$ cat config.mk
export PLATFORM = sky130hd
export DESIGN_NAME = psd_div_cell
export DESIGN_NICKNAME = d
export VERILOG_FILES = /design/src/hw/rtl/psd_pkg.sv /design/src/hw/rtl/psd_div_cell.sv
export SDC_FILE = /design/constraint.sdc
export NUM_CORES = 1
export LEC_CHECK = 0
export BUFFER_PORTS_ARGS = -buffer_cell sky130_fd_sc_hd__buf_2
export CORE_AREA = 2 2 287 289
export CTS_CLUSTER_SIZE = 24
export DETAILED_ROUTE_END_ITERATION = 12
export DIE_AREA = 0 0 289 291
export GPL_ROUTABILITY_DRIVEN = 0
export SLEW_MARGIN = 40
export SYNTH_ARGS = -nofsm -noshare
export SYNTH_HDL_FRONTEND = slang
export SYNTH_SLANG_ARGS = --single-unit
$ cat constraint.sdc
create_clock -name clk -period 0.8 [get_ports clk]
set_clock_uncertainty 0.2 [all_clocks]
set_input_delay 0.08 -clock clk [delete_from_list [all_inputs] [get_ports clk]]
set_output_delay 0.08 -clock clk [all_outputs]
set_load 0.02 [all_outputs]
$ cat src/hw/rtl/psd_pkg.sv
// Shared types, constants and helpers for the point-to-segment distance block.
package psd_pkg;

	localparam int COORD_FRAC_BITS = 16;
	localparam int QUO_BITS        = 32;	// projection fraction bits
	localparam int ROOT_BITS       = 41;	// root bits produced by the sqrt row
	localparam int ROOT_IDX_W      = 6;

	localparam logic [32:0] DIST_MAX  = 33'd6074001000;
	localparam logic [32:0] TOL_RESET = 33'(64'd1 << COORD_FRAC_BITS);

	typedef enum logic [1:0] {
		PART_START = 2'd0,
		PART_END   = 2'd1,
		PART_MID   = 2'd2
	} part_t;

	typedef struct packed {
		logic signed [31:0] start_x;
		logic signed [31:0] start_y;
		logic signed [31:0] end_x;
		logic signed [31:0] end_y;
		logic signed [31:0] query_x;
		logic signed [31:0] query_y;
	} req_t;

	typedef struct packed {
		logic [32:0] distance;
		logic        is_near;
		logic [1:0]  nearest_part;
	} res_t;

	// geometry carried alongside the divider row
	typedef struct packed {
		logic signed [32:0] vx;
		logic signed [32:0] vy;
		logic signed [32:0] wx;
		logic signed [32:0] wy;
		logic signed [32:0] dx0;
		logic signed [32:0] dy0;
		part_t              part;
	} geo_t;

	typedef struct packed {
		logic [67:0]         rem;
		logic [66:0]         den;
		logic [QUO_BITS-1:0] quo;
		geo_t                geo;
	} div_t;

	typedef struct packed {
		logic [71:0]          rem;
		logic [ROOT_BITS-1:0] root;
		part_t                part;
	} sq_t;

	function automatic logic [32:0] mag33(input logic signed [32:0] v);
		return v[32] ? 33'(-v) : 33'(v);
	endfunction

	function automatic logic [34:0] mag35(input logic signed [34:0] v);
		return v[34] ? 35'(-v) : 35'(v);
	endfunction

endpackage

$ cat src/hw/rtl/psd_div_cell.sv
// One restoring-division cell: yields one quotient bit per request per cycle.
module psd_div_cell (
	input  logic           clk,
	input  logic           arst_n,
	input  logic           vld_in,
	input  psd_pkg::div_t  d_in,
	output logic           vld_out,
	output psd_pkg::div_t  d_out
);
	import psd_pkg::*;

	logic [67:0] rem_dbl;
	logic [67:0] den_ext;
	logic        take;
	div_t        d_nxt;

	always_comb begin
		rem_dbl = {d_in.rem[66:0], 1'b0};
		den_ext = {1'b0, d_in.den};
		take    = rem_dbl >= den_ext;
		d_nxt     = d_in;
		d_nxt.rem = take ? rem_dbl - den_ext : rem_dbl;
		d_nxt.quo = {d_in.quo[QUO_BITS-2:0], take};
	end

	always_ff @(posedge clk or negedge arst_n) begin
		if (!arst_n) begin
			vld_out <= 1'b0;
		end else begin
			vld_out <= vld_in;
		end
	end

	always_ff @(posedge clk) begin
		d_out <= d_nxt;
	end

endmodule

== Word-level counts from Yosys, hierarchy flattened ==
Cells that the tools add are included.

* Flip-flop bits (word level): 368

* Mux-type cells: 1
* $lt $le $gt $ge: 1
* Add/sub/neg operators: 1

{| class="wikitable"
|+ Operators by type and width
! kind !! count
|-
| $ge 68x67->1 || 1
|-
| $mux 68 || 1
|-
| $sub 68x67->68 || 1
|}

== Longest topological paths before layout ==
Gate-level depths: netlist (run 1).

* Depth in word-level cells: 2
* Gate-level depth with buffers: 14
* Mapped depth without buffers: 11

== Worst setup path before layout (run 1) ==
OpenSTA, ideal clock, no wires.

* Path kind: input to register
* From: in d_in[253] in the netlist's numbering
* To: reg d_out[362] in the netlist's numbering
* Path buffers: 3
* Data arrival time: 2.466 ns
* Stages on the path: 14
* Setup slack: -1.987 ns
* Cell sequence: inv_1 -> ha_1 -> buf_6 -> a21oi_4 -> o21ai_2 -> a2111oi_4 -> a21oi_2 -> o31ai_2 -> o211ai_2 -> a21oi_4 -> o21ai_4 -> buf_6 -> buf_6 -> mux2_4

{| class="wikitable"
|+ RTL lines
! element !! line !! RTL
|-
| start, declared || psd_div_cell.sv:6 || <nowiki>input psd_pkg::div_t d_in,</nowiki>
|-
| end signal, assigned || psd_div_cell.sv:35 || <nowiki>d_out <= d_nxt;</nowiki>
|-
| end, declared || psd_div_cell.sv:8 || <nowiki>output psd_pkg::div_t d_out</nowiki>
|}

==> results of run 1 <==
==> routing by layer <==
metal,routed length [microns],part of all wire [%]
met1,32100,35
met2,46500,50
met3,10500,11
met4,3090,3.3
met5,247,0.27
==> how the worst min path moves through the flow <==
stage / start / to / slack (ns) / cells after the start
floorplan: arst_n / vld_out / -0.42 / 0
global placement: arst_n / vld_out / -0.34 / 1
detailed placement: arst_n / vld_out / -0.34 / 1
CTS: d_in[240] / d_out[240] / -0.66 / 1
global route: d_in[247] / d_out[247] / -0.66 / 1
finish: d_in[247] / d_out[247] / -0.62 / 1
==> stage by stage <==
stage | hold slack (ns) | setup WS, ns | utilization (%) | setup TNS [ns] | power (mW)
after floorplan | -0.416 | -1.87 | - | -119.79 | 27.0
after detailed placement | -0.335 | -2.59 | 25.1 | -175.89 | 33.9
after CTS | -0.660 | -1.66 | 36.4 | -319.14 | 62.8
after global routing | -0.665 | -1.67 | 37.3 | -319.64 | 65.1
final | -0.620 | -1.61 | 37.3 | -300.35 | 62.5
after global placement | -0.339 | -2.57 | 25.1 | -175.19 | 33.9
==> layout make-up <==
type | count | area (sq um)
fillers | 7935 | 50900
repair buffers | 1436 | 12800
flip-flops and latches | 368 | 7830
multi-input cells | 680 | 6220
well taps | 1070 | 1340
clock buffers | 59 | 1330
inverters | 100 | 403
clock inverters | 25 | 314
diodes | 27 | 67.6
==> worst max-delay path, delay by kind of cell <==
| kind | cells | cell delay (ns) |
|---|---|---|
| adders and majority gates | 1 | 0.21 |
| muxes | 1 | 0.30 |
| buffers and inverters | 6 | 0.70 |
| AOI/OAI and AO/OA | 6 | 1.26 |
| and+or+nand+nor | 2 | 0.12 |
==> kinds of logic after synthesis <==
kind of cell	count (synthesis)	synth area share [%]
XOR/XNOR	60	4.05
flip-flops	368	56.8
adder cells (fa/ha/maj)	68	6.62
AO/OA/AOI/OAI	270	13.7
multiplexers	70	6.13
AND/OR/NAND/NOR	212	7.85
buffers and inverters	146	4.77
==> flip-flops by register name (all words and copies together) (netlist names) <==
name	flops
vld_out	1
d_out	367
==> report_power, final <==
part	total, mW	switching, mW	leakage (nW)	internal, mW
combinational	18.4	8.59	9.86	9.85
sequential	21.1	0.865	3.11	20.3
clock	23.0	9.39	0.811	13.6
==> layout by cell type, fill, tap and decap left out, types with 8 or more instances in the layout <==
master         Yosys  final
buf_6              3    388
o211ai_1          10     10
buf_12             0     15
nand2_1           71     67
a21o_1            22     22
a31oi_1           13     10
xnor2_1           40     39
and3_1            11      8
xor2_1            20     20
o21ai_1            2     13
nor2_1            47     45
buf_2             20    339
mux2_4             4     40
a21oi_1           92     72
dlygate4sd3_1      0    333
inv_2              0     17
buf_8              0     31
nor3_1            14     12
clkinv_2           0      8
nand3_1           19     18
a21oi_2            6     13
nand4_1           21     21
inv_1            100     74
a21oi_4            2     15
buf_4              6    324
diode_2            0     27
dfxtp_2            0    366
ha_4               0     36
clkbuf_16          0     49
ha_1              67     28
o21ai_0           48     29
mux2_2            60     24
o21bai_1          20     19
==> repair_timing <==
item / in CTS / in global routing
pin swaps: 65 / 49
gates cloned: 8 / 0
buffers inserted: 53 / 13
hold buffers: 313 / 20
endpoints found under the hold margin: 368 / 270
gates resized for setup: 1328 / 105
endpoints found under the setup margin: 437 / 437
==> out/summary.txt, run 1 <==
Crit-path cells: buf_8 -> inv_4 -> ha_4 -> buf_12 -> nand2_8 -> nor2_4 -> a2111oi_4 -> a21oi_4 -> o31ai_4 -> o211ai_4 -> a21oi_4 -> o21ai_4 -> buf_6 -> buf_8 -> buf_16 -> mux2_4
Status: finished with violations
Layout cells sized above 1: 66.5%
M1 GR Usage: 20.7%
Delay of the slowest cell on the worst path: 0.44 ns
Final Non-Filler Cells: 3765
CTS tree: done
Crit path to: d_out[357]
Synth Flop Type: dfxtp_1
GR Util All Layers: 21.1%
Worst EP required: 1.09 ns
Slew Limit Fails: 0
Area leader, netlist: dfxtp_1
# clock sinks: 368
Hpwl dp: 74.2 mm
Final instance area: 30300 sq um
Clk slew on worst S/H paths: 0.07 ns
RSZ-0062 raised after global routing: yes
First-pass GRT wire length: 122 mm
Grt peak-use layer: met2
Final setup vio count: 438
Largest cells by area after synthesis: dfxtp_1, ha_1, mux2_2, a21oi_1, inv_1
Endpoint class of the critical path: register
Pwr dens: 2070 nW/um^2
Critical path class: in2reg
Initial core utilization: 16.0%
CTS root buf: clkbuf_16
VDD IR-drop max: 1.71 mV
Initial antenna violation count: 54
GR Layer Usage met3: 10.6%
Max cap viols: 0
H-tree depth: 2
Routed vias: 14700
Vias in the first global route: 15700
Post-placement cell count: 3259
Initial DRC count: 494
Drt first pass iters: 5
Die height: 291 microns
Hold WS: -0.620 ns
YS warnings: 0
Worst path slowest cell: a2111oi_4
Crit start category: input pin
Violated checks: hold timing, setup timing
Post-DR wirelength/cell: 24.5 microns
Largest net degree at the start of global routing: 14
Placed Area: 20400 sq um
Crit path DAT: 2.70 ns
Io pins: 738
Final hold vios: 245
Layout area overhead: 133%
Sequential element share of the synthesized area: 56.8%
Unique masters post-synth: 71
Worst hold path type: in2reg
Slew margin rel.: 55.6%
Final wirelength: 92.4 mm
Worst-Margin Slew: 0.659 ns
Synth async-reset ratio: 0.272%
Register bit count reported by yosys: 368
Chip Width: 289 microns
Antenna viol nets, final: 0
CTS Buffer Depth: 3
# rows: 105
FMAX: 415 MHz
Core area: 81200 sq um
Yosys top cell area share: 56.6%
Avg Inst Size Synth: 10.9 sq um
EDFF count, synth: 0
Post-synth top cells: dfxtp_1, inv_1, a21oi_1
Final worst path period share: 302%
Count leader, synth: dfxtp_1
Final nets: 3072
DRC: 0
GRT met2 Usage: 38.3%
Final Critical Period: 2.41 ns
CTS Buf Count: 48
IO buf count: 735
Synthesized Nets: 1632
CP max FO: 8
Post-route setup slack: -1.61 ns
Crit path from: d_in[256]
Post-synth design cell area: 13000 sq um
Remaining Overflow, GRT: 0
Synth Instances: 1194
Vias per cell: 3.90
Static leakage: 13.8 nW
Die footprint: 84100 sq um
No activity file was read; power rests on OpenSTA's default activity.
==> inputs of run 2 (changes only) <==
--- a/config.mk
+++ b/config.mk
@@ -11,6 +11,7 @@
 export DETAILED_ROUTE_END_ITERATION = 12
 export DIE_AREA = 0 0 289 291
 export GPL_ROUTABILITY_DRIVEN = 0
+export SETUP_SLACK_MARGIN = 0.2
 export SLEW_MARGIN = 40
 export SYNTH_ARGS = -nofsm -noshare
 export SYNTH_HDL_FRONTEND = slang
==> out/summary.txt, run 2 (synthesis results as in run 1) <==
Status: finished with violations
Violated checks: hold timing, setup timing
Die height: 291 microns
Vias in the first global route: 15600
Worst hold path type: in2reg
Hold WS: -0.610 ns
Io pins: 738
Final nets: 3047
Post-route setup slack: -1.72 ns
GR Util All Layers: 20.9%
Endpoint class of the critical path: register
Psw: 18.7 mW
FMAX: 397 MHz
VDD IR-drop max: 1.59 mV
Initial core utilization: 16.0%
Layout cells sized above 1: 67.3%
Remaining Overflow, GRT: 0
Drt first pass iters: 5
Final wirelength: 92.1 mm
CTS tree: done
Antenna viol nets, final: 0
# clock sinks: 368
Seq pwr share: 33.4%
First-pass GRT wire length: 121 mm
Crit path DAT: 2.80 ns
Crit start category: input pin
Final worst path period share: 315%
Post-DR wirelength/cell: 24.5 microns
Hpwl dp: 74.5 mm
CTS root buf: clkbuf_16
Commonest non-fill, non-tap cell in the layout: buf_6
Largest registers: d_out: 367 flops, vld_out: 1 flops
Layout filler cell count: 7840
Most frequent cells in the layout: buf_6, buf_2, buf_4, dlygate4sd3_1, dfxtp_2
Final hold vios: 278
H-tree depth: 2
Pwr dens: 2050 nW/um^2
CP max FO: 4
Max FFs per register: 367
Setup tns final: -306.95 ns
Critical path class: in2reg
Biggest register: d_out
Largest net degree at the start of global routing: 21
Layout area overhead: 134%
Worst EP required: 1.08 ns
Clk slew on worst S/H paths: 0.06 ns
Slew margin rel.: 56.8%
Core area: 81200 sq um
Initial antenna violation count: 66
CTS Buf Count: 48
CTS Buffer Depth: 3
Static leakage: 13.8 nW
IO buf count: 735
Worst-Margin Slew: 0.641 ns
DRC: 0
Final setup vio count: 437
Routed vias: 14800
Comb pwr share: 28.9%
Initial DRC count: 549
# rows: 105
Final Non-Filler Cells: 3753
Die footprint: 84100 sq um
Post-placement cell count: 3266
Max cap viols: 0
Final Critical Period: 2.52 ns
Chip Width: 289 microns
RSZ-0062 raised after global routing: yes
Slew Limit Fails: 0
Clk pwr share: 37.7%
Switching Share: 30.0%
P_int: 43.6 mW
Vias per cell: 3.94
[run 2: power groups by stage]
stage | clock [mW] | combinational, mW | sequential, mW
finish | 23.5 | 18.0 | 20.8
global route | 25.0 | 19.0 | 21.0
CTS | 24.3 | 17.3 | 20.8
detailed placement | 0 | 12.9 | 20.6
global placement | 0 | 12.9 | 20.6
floorplan | 0 | 4.23 | 22.6
[run 2: worst max-delay path: stages]
cell and delay, ns:
buf_6 0.07, inv_2 0.04, ha_4 0.29, a21oi_4 0.07, buf_4 0.14, o211ai_1 0.29
nand2_2 0.15, a2111oi_4 0.38, buf_4 0.21, o21ai_4 0.07, a21oi_2 0.13, buf_6 0.13
o211ai_1 0.24, mux2i_1 0.20, mux2_4 0.28
[run 2: path summary, 6_finish.rpt]
kind / cells after the start / slack (ns) / start / to
worst max-delay path: 15 / -1.72 / d_in[241] / d_out[361]
worst min-delay path: 1 / -0.61 / d_in[241] / d_out[241]
max in group asynchronous: 2 / 0.65 / arst_n / vld_out
min in group asynchronous: 2 / -0.33 / arst_n / vld_out
[run 2: per-layer routing]
metal	up-vias	wire length, microns	GRT usage, %
li1	7016	-	-
met1	6913	32600	21.3
met2	626	43800	35.6
met3	171	10300	10.1
met4	46	5160	10.2
met5	-	288	0
[run 2: repair_timing]
| action | CTS | global route |
|---|---|---|
| hold endpoints to repair | 368 | 301 |
| hold buffers | 292 | 8 |
| setup endpoints to repair | 437 | 440 |
| setup buffers | 47 | 11 |
| gates resized for setup | 1125 | 132 |
| pin swaps | 37 | 41 |
| cloned | 5 | 2 |
[run 2: through the flow]
step | setup slack (ns) | total power [mW] | util [%] | cell area [sq um]
floorplan | -1.87 | 26.8 | - | 13800
global placement | -2.66 | 33.4 | 25.8 | 21000
detailed placement | -2.67 | 33.5 | 25.8 | 21000
CTS | -1.66 | 62.4 | 36.5 | 29600
global route | -1.74 | 64.9 | 37.4 | 30400
finish | -1.72 | 62.3 | 37.4 | 30400
[run 2: cell type report]
type	instances	area [sq um]	area share, %
Sequential cell	368	8220	27.0
Multi-Input combinational cell	680	6130	20.2
Tap cell	1070	1340	4.40
Clock buffer	65	1430	4.71
Antenna cell	34	85.1	0.280
Inverter	100	395	1.30
Timing Repair Buffer	1411	12500	41.1
Clock inverter	25	303	0.996
