===== src/hw/rtl/psd_pkg.sv =====
// Shared types, constants and helpers for the point-to-segment distance block.
package psd_pkg;

	localparam int COORD_FRAC_BITS = 16;
	localparam int QUO_BITS        = 32;	// projection fraction bits
	localparam int ROOT_BITS       = 41;	// root bits produced by the sqrt row
	localparam int ROOT_IDX_W      = 6;

	localparam logic [32:0] DIST_MAX  = 33'd6074001000;
	localparam logic [32:0] TOL_RESET = 33'(64'd1 << COORD_FRAC_BITS);

	typedef enum logic [1:0] {
		PART_START = 2'd0,
		PART_END   = 2'd1,
		PART_MID   = 2'd2
	} part_t;

	typedef struct packed {
		logic signed [31:0] start_x;
		logic signed [31:0] start_y;
		logic signed [31:0] end_x;
		logic signed [31:0] end_y;
		logic signed [31:0] query_x;
		logic signed [31:0] query_y;
	} req_t;

	typedef struct packed {
		logic [32:0] distance;
		logic        is_near;
		logic [1:0]  nearest_part;
	} res_t;

	// geometry carried alongside the divider row
	typedef struct packed {
		logic signed [32:0] vx;
		logic signed [32:0] vy;
		logic signed [32:0] wx;
		logic signed [32:0] wy;
		logic signed [32:0] dx0;
		logic signed [32:0] dy0;
		part_t              part;
	} geo_t;

	typedef struct packed {
		logic [67:0]         rem;
		logic [66:0]         den;
		logic [QUO_BITS-1:0] quo;
		geo_t                geo;
	} div_t;

	typedef struct packed {
		logic [71:0]          rem;
		logic [ROOT_BITS-1:0] root;
		part_t                part;
	} sq_t;

	function automatic logic [32:0] mag33(input logic signed [32:0] v);
		return v[32] ? 33'(-v) : 33'(v);
	endfunction

	function automatic logic [34:0] mag35(input logic signed [34:0] v);
		return v[34] ? 35'(-v) : 35'(v);
	endfunction

endpackage


===== src/hw/rtl/psd_sqrt_cell.sv =====
// One square-root cell: decides one root bit, remainder kept as n - root^2.
module psd_sqrt_cell (
	input  logic                           clk,
	input  logic                           arst_n,
	input  logic [psd_pkg::ROOT_IDX_W-1:0] bit_idx,
	input  logic                           vld_in,
	input  psd_pkg::sq_t                   s_in,
	output logic                           vld_out,
	output psd_pkg::sq_t                   s_out
);
	import psd_pkg::*;

	logic [83:0] term;
	logic        take;
	sq_t         s_nxt;

	always_comb begin
		// (2r + 2^b) * 2^b
		term  = ((84'(s_in.root) << 1) | (84'd1 << bit_idx)) << bit_idx;
		take  = term <= 84'(s_in.rem);
		s_nxt = s_in;
		if (take) begin
			s_nxt.rem  = s_in.rem - term[71:0];
			s_nxt.root = s_in.root | (ROOT_BITS'(1) << bit_idx);
		end
	end

	always_ff @(posedge clk or negedge arst_n) begin
		if (!arst_n) begin
			vld_out <= 1'b0;
		end else begin
			vld_out <= vld_in;
		end
	end

	always_ff @(posedge clk) begin
		s_out <= s_nxt;
	end

endmodule


===== config.mk =====
export PLATFORM = sky130hd
export DESIGN_NAME = psd_sqrt_cell
export DESIGN_NICKNAME = d
export VERILOG_FILES = /design/src/hw/rtl/psd_pkg.sv /design/src/hw/rtl/psd_sqrt_cell.sv
export SDC_FILE = /design/constraint.sdc
export NUM_CORES = 1
export LEC_CHECK = 0
export ABC_CLOCK_PERIOD_IN_PS = 800
export BUFFER_PORTS_ARGS = -buffer_cell sky130_fd_sc_hd__buf_2
export CAP_MARGIN = 5
export CORE_ASPECT_RATIO = 1.75
export CORE_MARGIN = 5
export CORE_UTILIZATION = 46
export CTS_CLUSTER_SIZE = 8
export DETAILED_ROUTE_END_ITERATION = 8
export PLACE_DENSITY = 0.67
export SLEW_MARGIN = 20
export SYNTH_ARGS = -nofsm -noshare
export SYNTH_HDL_FRONTEND = slang
export SYNTH_SLANG_ARGS = --single-unit
export TNS_END_PERCENT = 5

===== constraint.sdc =====
create_clock -name clk -period 0.8 [get_ports clk]
set_input_delay 0.12 -clock clk [delete_from_list [all_inputs] [get_ports clk]]
set_output_delay 0.12 -clock clk [all_outputs]
set_load 0.02 [all_outputs]

==> tab_implementation.tex, run 1 <==
\begin{tabular}{lr}
\hline
Metric & Value \\
\hline
\multicolumn{2}{l}{\textbf{Place}} \\
Placed Instances & $\sim$3200 \\
Last weighted congestion value of the routability-driven placer & between 1 and 1.5 \\
Detailed Place HPWL & 62.85 mm \\
Buffers on Ports & 239 \\
\multicolumn{2}{l}{\textbf{Yosys}} \\
Top\_reg\_cell synth & sky130\_fd\_sc\_hd\_\_dfxtp\_1 \\
Cell variety after synth & between 80 and 90 \\
Post-synth top cells & sky130\_fd\_sc\_hd\_\_nand2\_1, sky130\_fd\_sc\_hd\_\_inv\_1, sky130\_fd\_sc\_hd\_\_ha\_1 \\
Largest family of logic cells by synthesized area & compound AO/OA/AOI/OAI gates \\
Fraction of the mapped netlist area in compound gates & 0.2939 \\
Net count after synthesis & 2206 \\
Simple-gate share of the synthesized area & 0.1851 \\
Number of synthesized flops with an enable pin & 0 \\
Main area contributors after synthesis & sky130\_fd\_sc\_hd\_\_dfxtp\_1, sky130\_fd\_sc\_hd\_\_ha\_1, sky130\_fd\_sc\_hd\_\_mux2i\_1 \\
Netlist Area Pre-Place & between 10000 and 15000 µm² \\
Biggest area consumer among synthesized cells & sky130\_fd\_sc\_hd\_\_dfxtp\_1 \\
Total number of yosys warnings & 0 \\
Average instance area after synthesis & 7.421 µm² \\
Adder and majority cell fraction of the synthesized area & 0.1267 \\
Area share of xor/xnor cells in the synthesized design & 0.03412 \\
Dominant cell by count in the synthesized netlist & sky130\_fd\_sc\_hd\_\_nand2\_1 \\
Async SR Flop Fraction & 0.008621 \\
Post-synthesis sequential area ratio & 0.1619 \\
Multiplexer share of the synthesized area & 0.1115 \\
Post-synthesis instance total & 1937 \\
Top cell type's share of synthesized area & 0.1602 \\
Synthesized flop and latch total & $\sim$120 \\
\multicolumn{2}{l}{\textbf{CTS}} \\
Number of sinks handled by clock tree synthesis & approximately 120 \\
Number of buffers between clock root and the deepest sink & 2 \\
Deepest level of the CTS H-tree & 4 \\
CTS root buffer & sky130\_fd\_sc\_hd\_\_clkbuf\_16 \\
Total CTS buffers & 17 \\
\multicolumn{2}{l}{\textbf{Global routing}} \\
Total global routing track utilization & 0.4927 \\
Vias in the first global route & 23030 \\
Leftover overflow at the end of global routing & 4 \\
Largest net degree at the start of global routing & 40 \\
Global-route wire length before repair & roughly 130 mm \\
\multicolumn{2}{l}{\textbf{Status}} \\
Run status & stopped before the end \\
Last stage the flow got to & global routing (5\_1\_grt) \\
Run Error & [ERROR GRT-0116] Global routing finished with congestion. Check the congestion regions in the DRC Viewer. \\
\multicolumn{2}{l}{\textbf{Die}} \\
Top Ports & 240 \\
Row count & 85 \\
Initial cell density of the core & 0.4661 \\
Die H & 243.9 µm \\
X dimension of the die & 143.6 µm \\
\hline
\end{tabular}
layer usage:
layer,GRT usage,overflow
met5,0.01754,0
met4,0.4981,1
met3,0.1721,0
met2,0.7993,3
met1,0.4583,0
cells by family after synthesis:
| family | count (synthesis) |
|---|---|
| xor+xnor | 56 |
| mux | 125 |
| buf+inv | 307 |
| flops | 116 |
| compound gates | 636 |
| simple gates | 552 |
| fa+ha+maj | 145 |
through the flow:
step	setup WS (ns)	cell area, µm²	TNS [ns]	hold WS, ns
4_1_cts	-3.615	24650	-400.07	-0.03480
3_5_place_dp	-4.902	21130	-520.43	-0.1005
3_3_place_gp	-4.916	21130	-523.27	-0.1051
2_1_floorplan	-3.815	14710	-407.07	-0.1756
what timing repair did:
| action | CTS |
|---|---|
| resized for setup | 553 |
| buffers inserted | 40 |
| cloned | 5 |
| setup endpoints to repair | 224 |
| endpoints found under the hold margin | 60 |
| pin swaps | 35 |
| hold buffers | 60 |
==> inputs of run 2 (changes only) <==
Settings changed: CORE_ASPECT_RATIO 1.75 to default, CORE_UTILIZATION 46 to 31, CTS_CLUSTER_SIZE 8 to default, PLACE_DENSITY 0.67 to default, PLACE_DENSITY_LB_ADDON from default to 0.15.
==> tab_implementation.tex, run 2 <==
\begin{tabular}{lr}
\hline
Metric & Value \\
\hline
\multicolumn{2}{l}{\textbf{Power}} \\
Power after layout & 40.82 mW \\
Leakage Power & 12.71 nW \\
VDD IR-drop max & 1255 µV \\
PwrDens & 1540 nW/µm² \\
\multicolumn{2}{l}{\textbf{Flow run}} \\
Number of violations of the max-capacitance limit & 0 \\
\multicolumn{2}{l}{\textbf{Critical path}} \\
Type of the setup path with the least slack & input port to flop \\
Crit path launch type & input port \\
Arrival time worst endpoint & about 4.9 ns \\
Cell type group with the largest total delay on the critical path & simple AND/OR/NAND/NOR gates \\
Biggest fanout along the worst timing path & 7 \\
Logic depth of the worst path, buffers included & 27 \\
CP most frequent cell & sky130\_fd\_sc\_hd\_\_buf\_12 \\
Category of the worst setup path capture point & flop \\
Crit path max-delay cell type & sky130\_fd\_sc\_hd\_\_mux4\_2 \\
Bufs and invs on worst path & 10 \\
Largest stage delay on the critical path & 0.57 ns \\
Worst endpoint required time & 1.16 ns \\
\multicolumn{2}{l}{\textbf{Yosys}} \\
Synthesized flop and latch total & roughly 120 \\
Average instance area after synthesis & 7.421 µm² \\
Top cell type's share of synthesized area & 0.1602 \\
Main area contributors after synthesis & sky130\_fd\_sc\_hd\_\_dfxtp\_1, sky130\_fd\_sc\_hd\_\_ha\_1, sky130\_fd\_sc\_hd\_\_mux2i\_1 \\
Post-synth top cells & sky130\_fd\_sc\_hd\_\_nand2\_1, sky130\_fd\_sc\_hd\_\_inv\_1, sky130\_fd\_sc\_hd\_\_ha\_1 \\
Total number of yosys warnings & 0 \\
Top\_reg\_cell synth & sky130\_fd\_sc\_hd\_\_dfxtp\_1 \\
Biggest area consumer among synthesized cells & sky130\_fd\_sc\_hd\_\_dfxtp\_1 \\
Number of synthesized flops with an enable pin & 0 \\
Post-synthesis instance total & 1937 \\
Netlist Area Pre-Place & about 14000 µm² \\
Net count after synthesis & 2206 \\
Async SR Flop Fraction & 0.008621 \\
Dominant cell by count in the synthesized netlist & sky130\_fd\_sc\_hd\_\_nand2\_1 \\
Post-synthesis sequential area ratio & 0.1619 \\
Cell variety after synth & 87 \\
\multicolumn{2}{l}{\textbf{Detailed routing}} \\
DRT Pass-1 Iters & 5 \\
Iteration-0 DRC Markers & roughly 1300 \\
Total Routed Length & 76.48 mm \\
Via count & 19200 \\
Residual DRC count & 0 \\
Routed WL per cell & 21.19 µm \\
DR vias/cell & 5.319 \\
Number of nets with antenna violations after detailed routing & 0 \\
\multicolumn{2}{l}{\textbf{STA}} \\
Unrepaired setup endpoints after global routing & yes \\
Remaining max-slew budget at the tightest pin & 0.5577 \\
Final setup slack of the worst path & -3.725 ns \\
Worst slew pin tran & 0.6565 ns \\
Setup Viol. Count Final & 224 \\
Number of endpoints with negative hold slack in the final report & 0 \\
Final period util & 5.656 \\
Max Slew Vio Count & 0 \\
Max frequency & approximately 0.22 GHz \\
Post-layout min period & about 4.5 ns \\
\multicolumn{2}{l}{\textbf{Die}} \\
Die H & approximately 230 µm \\
Top Ports & 240 \\
X dimension of the die & 225.3 µm \\
Area enclosed by the die boundary & between 50000 and 60000 µm² \\
Row count & 79 \\
Placeable core area & 46260 µm² \\
Initial cell density of the core & 0.3107 \\
\multicolumn{2}{l}{\textbf{CTS}} \\
TritonCTS clock tree & done \\
Total CTS buffers & 17 \\
Number of sinks handled by clock tree synthesis & 116 \\
Deepest level of the CTS H-tree & 4 \\
Clock-pin slew of the registers on the worst-case setup and hold paths & 0.06 ns \\
CTS root buffer & sky130\_fd\_sc\_hd\_\_clkbuf\_16 \\
Number of buffers between clock root and the deepest sink & 2 \\
\multicolumn{2}{l}{\textbf{Layout}} \\
Flip-flop count of the largest register after layout & 115 \\
Share of cells above drive strength 1 & 0.5187 \\
Leading cell type in the layout, fill and taps excluded & sky130\_fd\_sc\_hd\_\_buf\_4 \\
Cell area after layout & about 27000 µm² \\
Count of fill cells added during filler insertion & 4364 \\
Registers with the most flip-flops & s\_out x115, vld\_out x1 \\
Largest register by flop count & s\_out \\
Final antenna diode count & 0 \\
Final cell count without fillers & 3609 \\
Area Overhead vs Synth & 84.45\% \\
Number of nets at the end of the flow & about 3300 \\
Most frequent cells in the layout & sky130\_fd\_sc\_hd\_\_buf\_4, sky130\_fd\_sc\_hd\_\_nand2\_1, sky130\_fd\_sc\_hd\_\_inv\_1, sky130\_fd\_sc\_hd\_\_buf\_6, sky130\_fd\_sc\_hd\_\_ha\_1 \\
\multicolumn{2}{l}{\textbf{Global routing}} \\
Antenna violations before repair & 0 \\
Leftover overflow at the end of global routing & 0 \\
Total global routing track utilization & 0.2895 \\
Global-route wire length before repair & 113.9 mm \\
Largest net degree at the start of global routing & 56 \\
Vias in the first global route & just under 20000 \\
\multicolumn{2}{l}{\textbf{Place}} \\
Post-place setup slack & -4.802 ns \\
Detailed Place HPWL & 61.21 mm \\
Placed Instances & $\sim$3400 \\
Buffers on Ports & approximately 240 \\
Last weighted congestion value of the routability-driven placer & 0.9973 \\
Cell Area, Placed & 21840 µm² \\
\multicolumn{2}{l}{\textbf{Hold path}} \\
Type of the tightest min-delay check & input port to flop \\
Hold depth & 4 \\
\multicolumn{2}{l}{\textbf{Status}} \\
Violated checks & setup timing \\
Run status & finished with violations \\
\hline
\end{tabular}
## run 2: cell counts after synthesis
Identical to the previous run, type by type.
## run 2: path summary, 6_finish.rpt
check	startpoint	to	slack [ns]
min in group asynchronous	arst_n	vld_out$_DFF_PN0_	0.46
max in group asynchronous	arst_n	vld_out$_DFF_PN0_	0.24
max	bit_idx[3]	s_out[77]$_DFF_P_	-3.72
min	s_in[43]	s_out[43]$_DFF_P_	0.02
## run 2: layout make-up
class / instances / area (µm²) / share of cell area
Clock buffer: 18 / 429.2 / 0.01619
Clock inverter: 14 / 178.9 / 0.006748
Inverter: 161 / 619.3 / 0.02336
Multi-Input combinational cell: 1514 / 12370 / 0.4664
Sequential cell: 116 / 2470 / 0.09315
Tap cell: 607 / 759.5 / 0.02864
Timing Repair Buffer: 1179 / 9691 / 0.3655
## run 2: per-stage QoR
stage	hold WS, ns	utilization	setup TNS (ns)
global route	0.03183	0.5732	-436.94
detailed placement	-0.1035	0.4721	-492.51
finish	0.02328	0.5732	-419.98
floorplan	-0.1756	-	-407.07
global placement	-0.1062	0.4721	-488.08
CTS	-0.008005	0.5544	-407.29
## run 2: power by group
| group | leakage, nW | switching [mW] | internal, mW | total (mW) |
|---|---|---|---|---|
| clock network | 0.287 | 3.26 | 4.90 | 8.16 |
| registers | 0.985 | 0.465 | 6.94 | 7.41 |
| logic | 11.4 | 12.7 | 12.5 | 25.3 |
## run 2: cell families after synthesis
logic type | share of synthesized area
and+or+nand+nor | 0.1851
xor gates and xnor gates | 0.03412
adders and majority gates | 0.1267
buffers and inverters | 0.08669
AOI/OAI and AO/OA | 0.2939
DFF | 0.1619
muxes | 0.1115
## run 2: repair_timing
action	in CTS	in global routing
resized for setup	571	154
hold buffers	89	0
pin swaps	73	40
cloned	3	3
setup buffers	45	18
endpoints found under the hold margin	89	0
setup endpoints to repair	224	224
## run 2: layer usage
metal	vias to the layer above	wire, µm	global-route usage
met4	0	2284	0.09879
met1	9342	34160	0.3924
li1	9143	-	-
met3	97	4341	0.04312
met2	616	35690	0.4715
met5	-	0	0
Power figures use the tool's default switching activity.
==> inputs of run 3 (changes only) <==
Settings changed: CORE_MARGIN 5 to default, CORE_UTILIZATION 31 to 32, HOLD_SLACK_MARGIN from default to 0.15.
==> tab_implementation.tex, run 3 (same netlist as run 2, synthesis figures left out) <==
\begin{tabular}{lr}
\hline
Metric & Value \\
\hline
\multicolumn{2}{l}{\textbf{Layout}} \\
Leading cell type in the layout, fill and taps excluded & sky130\_fd\_sc\_hd\_\_buf\_4 \\
Area Overhead vs Synth & 79.82\% \\
Cell area after layout & roughly 26000 µm² \\
Flip-flop count of the largest register after layout & 115 \\
Registers with the most flip-flops & s\_out x115, vld\_out x1 \\
Largest register by flop count & s\_out \\
Count of fill cells added during filler insertion & 4107 \\
Utilization after layout & 0.5845 \\
Most frequent cells in the layout & sky130\_fd\_sc\_hd\_\_buf\_4, sky130\_fd\_sc\_hd\_\_nand2\_1, sky130\_fd\_sc\_hd\_\_inv\_1, sky130\_fd\_sc\_hd\_\_ha\_1, sky130\_fd\_sc\_hd\_\_buf\_6 \\
Final antenna diode count & 0 \\
Share of cells above drive strength 1 & 0.4784 \\
Final cell count without fillers & between 3000 and 4000 \\
Number of nets at the end of the flow & 3247 \\
\multicolumn{2}{l}{\textbf{Status}} \\
Violated checks & setup timing \\
Run status & finished with violations \\
\multicolumn{2}{l}{\textbf{CTS}} \\
Number of buffers between clock root and the deepest sink & 2 \\
CTS root buffer & sky130\_fd\_sc\_hd\_\_clkbuf\_16 \\
TritonCTS clock tree & done \\
Total CTS buffers & 17 \\
Number of sinks handled by clock tree synthesis & 116 \\
Clock-pin slew of the registers on the worst-case setup and hold paths & 0.06 ns \\
Deepest level of the CTS H-tree & 4 \\
\multicolumn{2}{l}{\textbf{Power}} \\
VDD IR-drop max & 1634 µV \\
PwrDens & 1526 nW/µm² \\
Leakage Power & 12.52 nW \\
\multicolumn{2}{l}{\textbf{Die}} \\
X dimension of the die & 214.0 µm \\
Placeable core area & 44220 µm² \\
Area enclosed by the die boundary & approximately 46000 µm² \\
Die H & about 210 µm \\
Initial cell density of the core & 0.3251 \\
Row count & 77 \\
Top Ports & 240 \\
\multicolumn{2}{l}{\textbf{Place}} \\
Placed Instances & 3405 \\
Buffers on Ports & 239 \\
Cell Area, Placed & 21870 µm² \\
Detailed Place HPWL & 59.52 mm \\
Last weighted congestion value of the routability-driven placer & approximately 0.99 \\
Post-place setup slack & -4.834 ns \\
\multicolumn{2}{l}{\textbf{STA}} \\
Max frequency & approximately 0.21 GHz \\
Setup Viol. Count Final & $\sim$220 \\
Post-layout min period & 4.704 ns \\
Remaining max-slew budget at the tightest pin & 0.6005 \\
Final setup slack of the worst path & -3.904 ns \\
Max Slew Vio Count & 0 \\
Worst slew pin tran & $\sim$0.59 ns \\
Final period util & 5.880 \\
Unrepaired setup endpoints after global routing & yes \\
Number of endpoints with negative hold slack in the final report & 0 \\
\multicolumn{2}{l}{\textbf{Global routing}} \\
Vias in the first global route & around 19000 \\
Global-route wire length before repair & 111.4 mm \\
Antenna violations before repair & 0 \\
Leftover overflow at the end of global routing & 0 \\
Total global routing track utilization & 0.3161 \\
Largest net degree at the start of global routing & 55 \\
\multicolumn{2}{l}{\textbf{Critical path}} \\
Crit path max-delay cell type & sky130\_fd\_sc\_hd\_\_a2111o\_1 \\
Type of the setup path with the least slack & input port to flop \\
Worst endpoint required time & 1.18 ns \\
Bufs and invs on worst path & 9 \\
Critical Path Source & bit\_idx[1] \\
Biggest fanout along the worst timing path & 9 \\
Cell type group with the largest total delay on the critical path & compound AO/OA/AOI/OAI gates \\
Category of the worst setup path capture point & flop \\
Arrival time worst endpoint & 5.09 ns \\
Largest stage delay on the critical path & 0.44 ns \\
CP most frequent cell & sky130\_fd\_sc\_hd\_\_buf\_4 \\
Crit path launch type & input port \\
\multicolumn{2}{l}{\textbf{Hold path}} \\
Type of the tightest min-delay check & input port to flop \\
Worst min-delay path endpoint & s\_out[44]\$\_DFF\_P\_ \\
Critical hold path startpoint & s\_in[44] \\
Hold depth & 4 \\
\multicolumn{2}{l}{\textbf{Detailed routing}} \\
Routed WL per cell & 20.68 µm \\
Residual DRC count & 0 \\
Via count & 19090 \\
Total Routed Length & between 70 and 80 mm \\
Number of nets with antenna violations after detailed routing & 0 \\
DR vias/cell & 5.329 \\
Iteration-0 DRC Markers & between 1000 and 1500 \\
DRT Pass-1 Iters & 8 \\
\multicolumn{2}{l}{\textbf{Flow run}} \\
Number of violations of the max-capacitance limit & 0 \\
\hline
\end{tabular}
-- run 3: cell count changes in the layout (fill, tap and decap cells not counted), moves of 7 or more --
| cell | before | now |
|---|---|---|
| sky130_fd_sc_hd__o21ai_2 | 38 | 13 |
| sky130_fd_sc_hd__dlygate4sd3_1 | 89 | 111 |
| sky130_fd_sc_hd__buf_4 | 794 | 774 |
| sky130_fd_sc_hd__buf_6 | 149 | 131 |
| sky130_fd_sc_hd__o21ai_0 | 82 | 95 |
| sky130_fd_sc_hd__o21ai_1 | 27 | 38 |
| sky130_fd_sc_hd__ha_4 | 17 | 7 |
| sky130_fd_sc_hd__a21oi_1 | 112 | 121 |
| sky130_fd_sc_hd__a21oi_2 | 17 | 8 |
| sky130_fd_sc_hd__mux2i_1 | 48 | 56 |
| sky130_fd_sc_hd__ha_1 | 127 | 134 |
-- run 3: where the power goes --
part	internal, mW	switching, mW	leakage [nW]	total (mW)
sequential	6.94	0.452	0.985	7.39
combinational	12.0	12.2	11.3	24.2
clock	4.71	3.15	0.274	7.86
total	23.7	15.8	12.5	39.4
-- run 3: cell type report --
| type | count | area [µm²] | share of cell area |
|---|---|---|---|
| multi-input cells | 1514 | 11780 | 0.4557 |
| repair buffers | 1168 | 9664 | 0.3739 |
| clock inverters | 12 | 130.1 | 0.005034 |
| well taps | 592 | 740.7 | 0.02866 |
| inverters | 161 | 609.3 | 0.02357 |
| clock buffers | 20 | 456.7 | 0.01767 |
| flip-flops and latches | 116 | 2469 | 0.09550 |
-- run 3: per-layer routing --
metal / routed length (µm) / GRT usage / vias up / share of wire
met5: 0 / 0 / - / 0
met4: 2896 / 0.1345 / 0 / 0.039
met3: 3822 / 0.03923 / 134 / 0.052
met2: 34200 / 0.5140 / 634 / 0.46
met1: 33180 / 0.4193 / 9200 / 0.45
li1: - / - / 9126 / -
-- run 3: repair_timing --
item                                   in CTS  in global routing
hold buffers                              110                  1
setup endpoints to repair                 224                224
pin swaps                                  45                 38
gates resized for setup                   452                129
cloned                                      4                  1
endpoints found under the hold margin     116                  6
buffers inserted                           19                 16
-- run 3: how the worst max path moves through the flow --
stage	slack, ns	depth (start not counted)	end
final	-3.90	25	s_out[9]$_DFF_P_
after detailed placement	-4.83	25	s_out[112]$_DFF_P_
after global routing	-3.98	27	s_out[22]$_DFF_P_
after CTS	-3.79	24	s_out[100]$_DFF_P_
after floorplan	-3.81	25	s_out[100]$_DFF_P_
after global placement	-4.83	25	s_out[112]$_DFF_P_
-- run 3: metrics by stage --
stage / TNS (ns) / total power [mW] / hold slack (ns)
floorplan: -407.07 / 17.46 / -0.1756
global placement: -491.94 / 27.57 / -0.1055
detailed placement: -503.60 / 27.65 / -0.1033
CTS: -431.97 / 38.49 / 0.03399
global route: -452.61 / 41.44 / 0.1024
finish: -439.68 / 39.45 / 0.07793
-- run 3: worst min-delay path: cells and delay by family --
family	cells	cell delay [ns]
compound gates	1	0.07
buf+inv	1	0.11
fa+ha+maj	1	0.17
simple gates	1	0.06
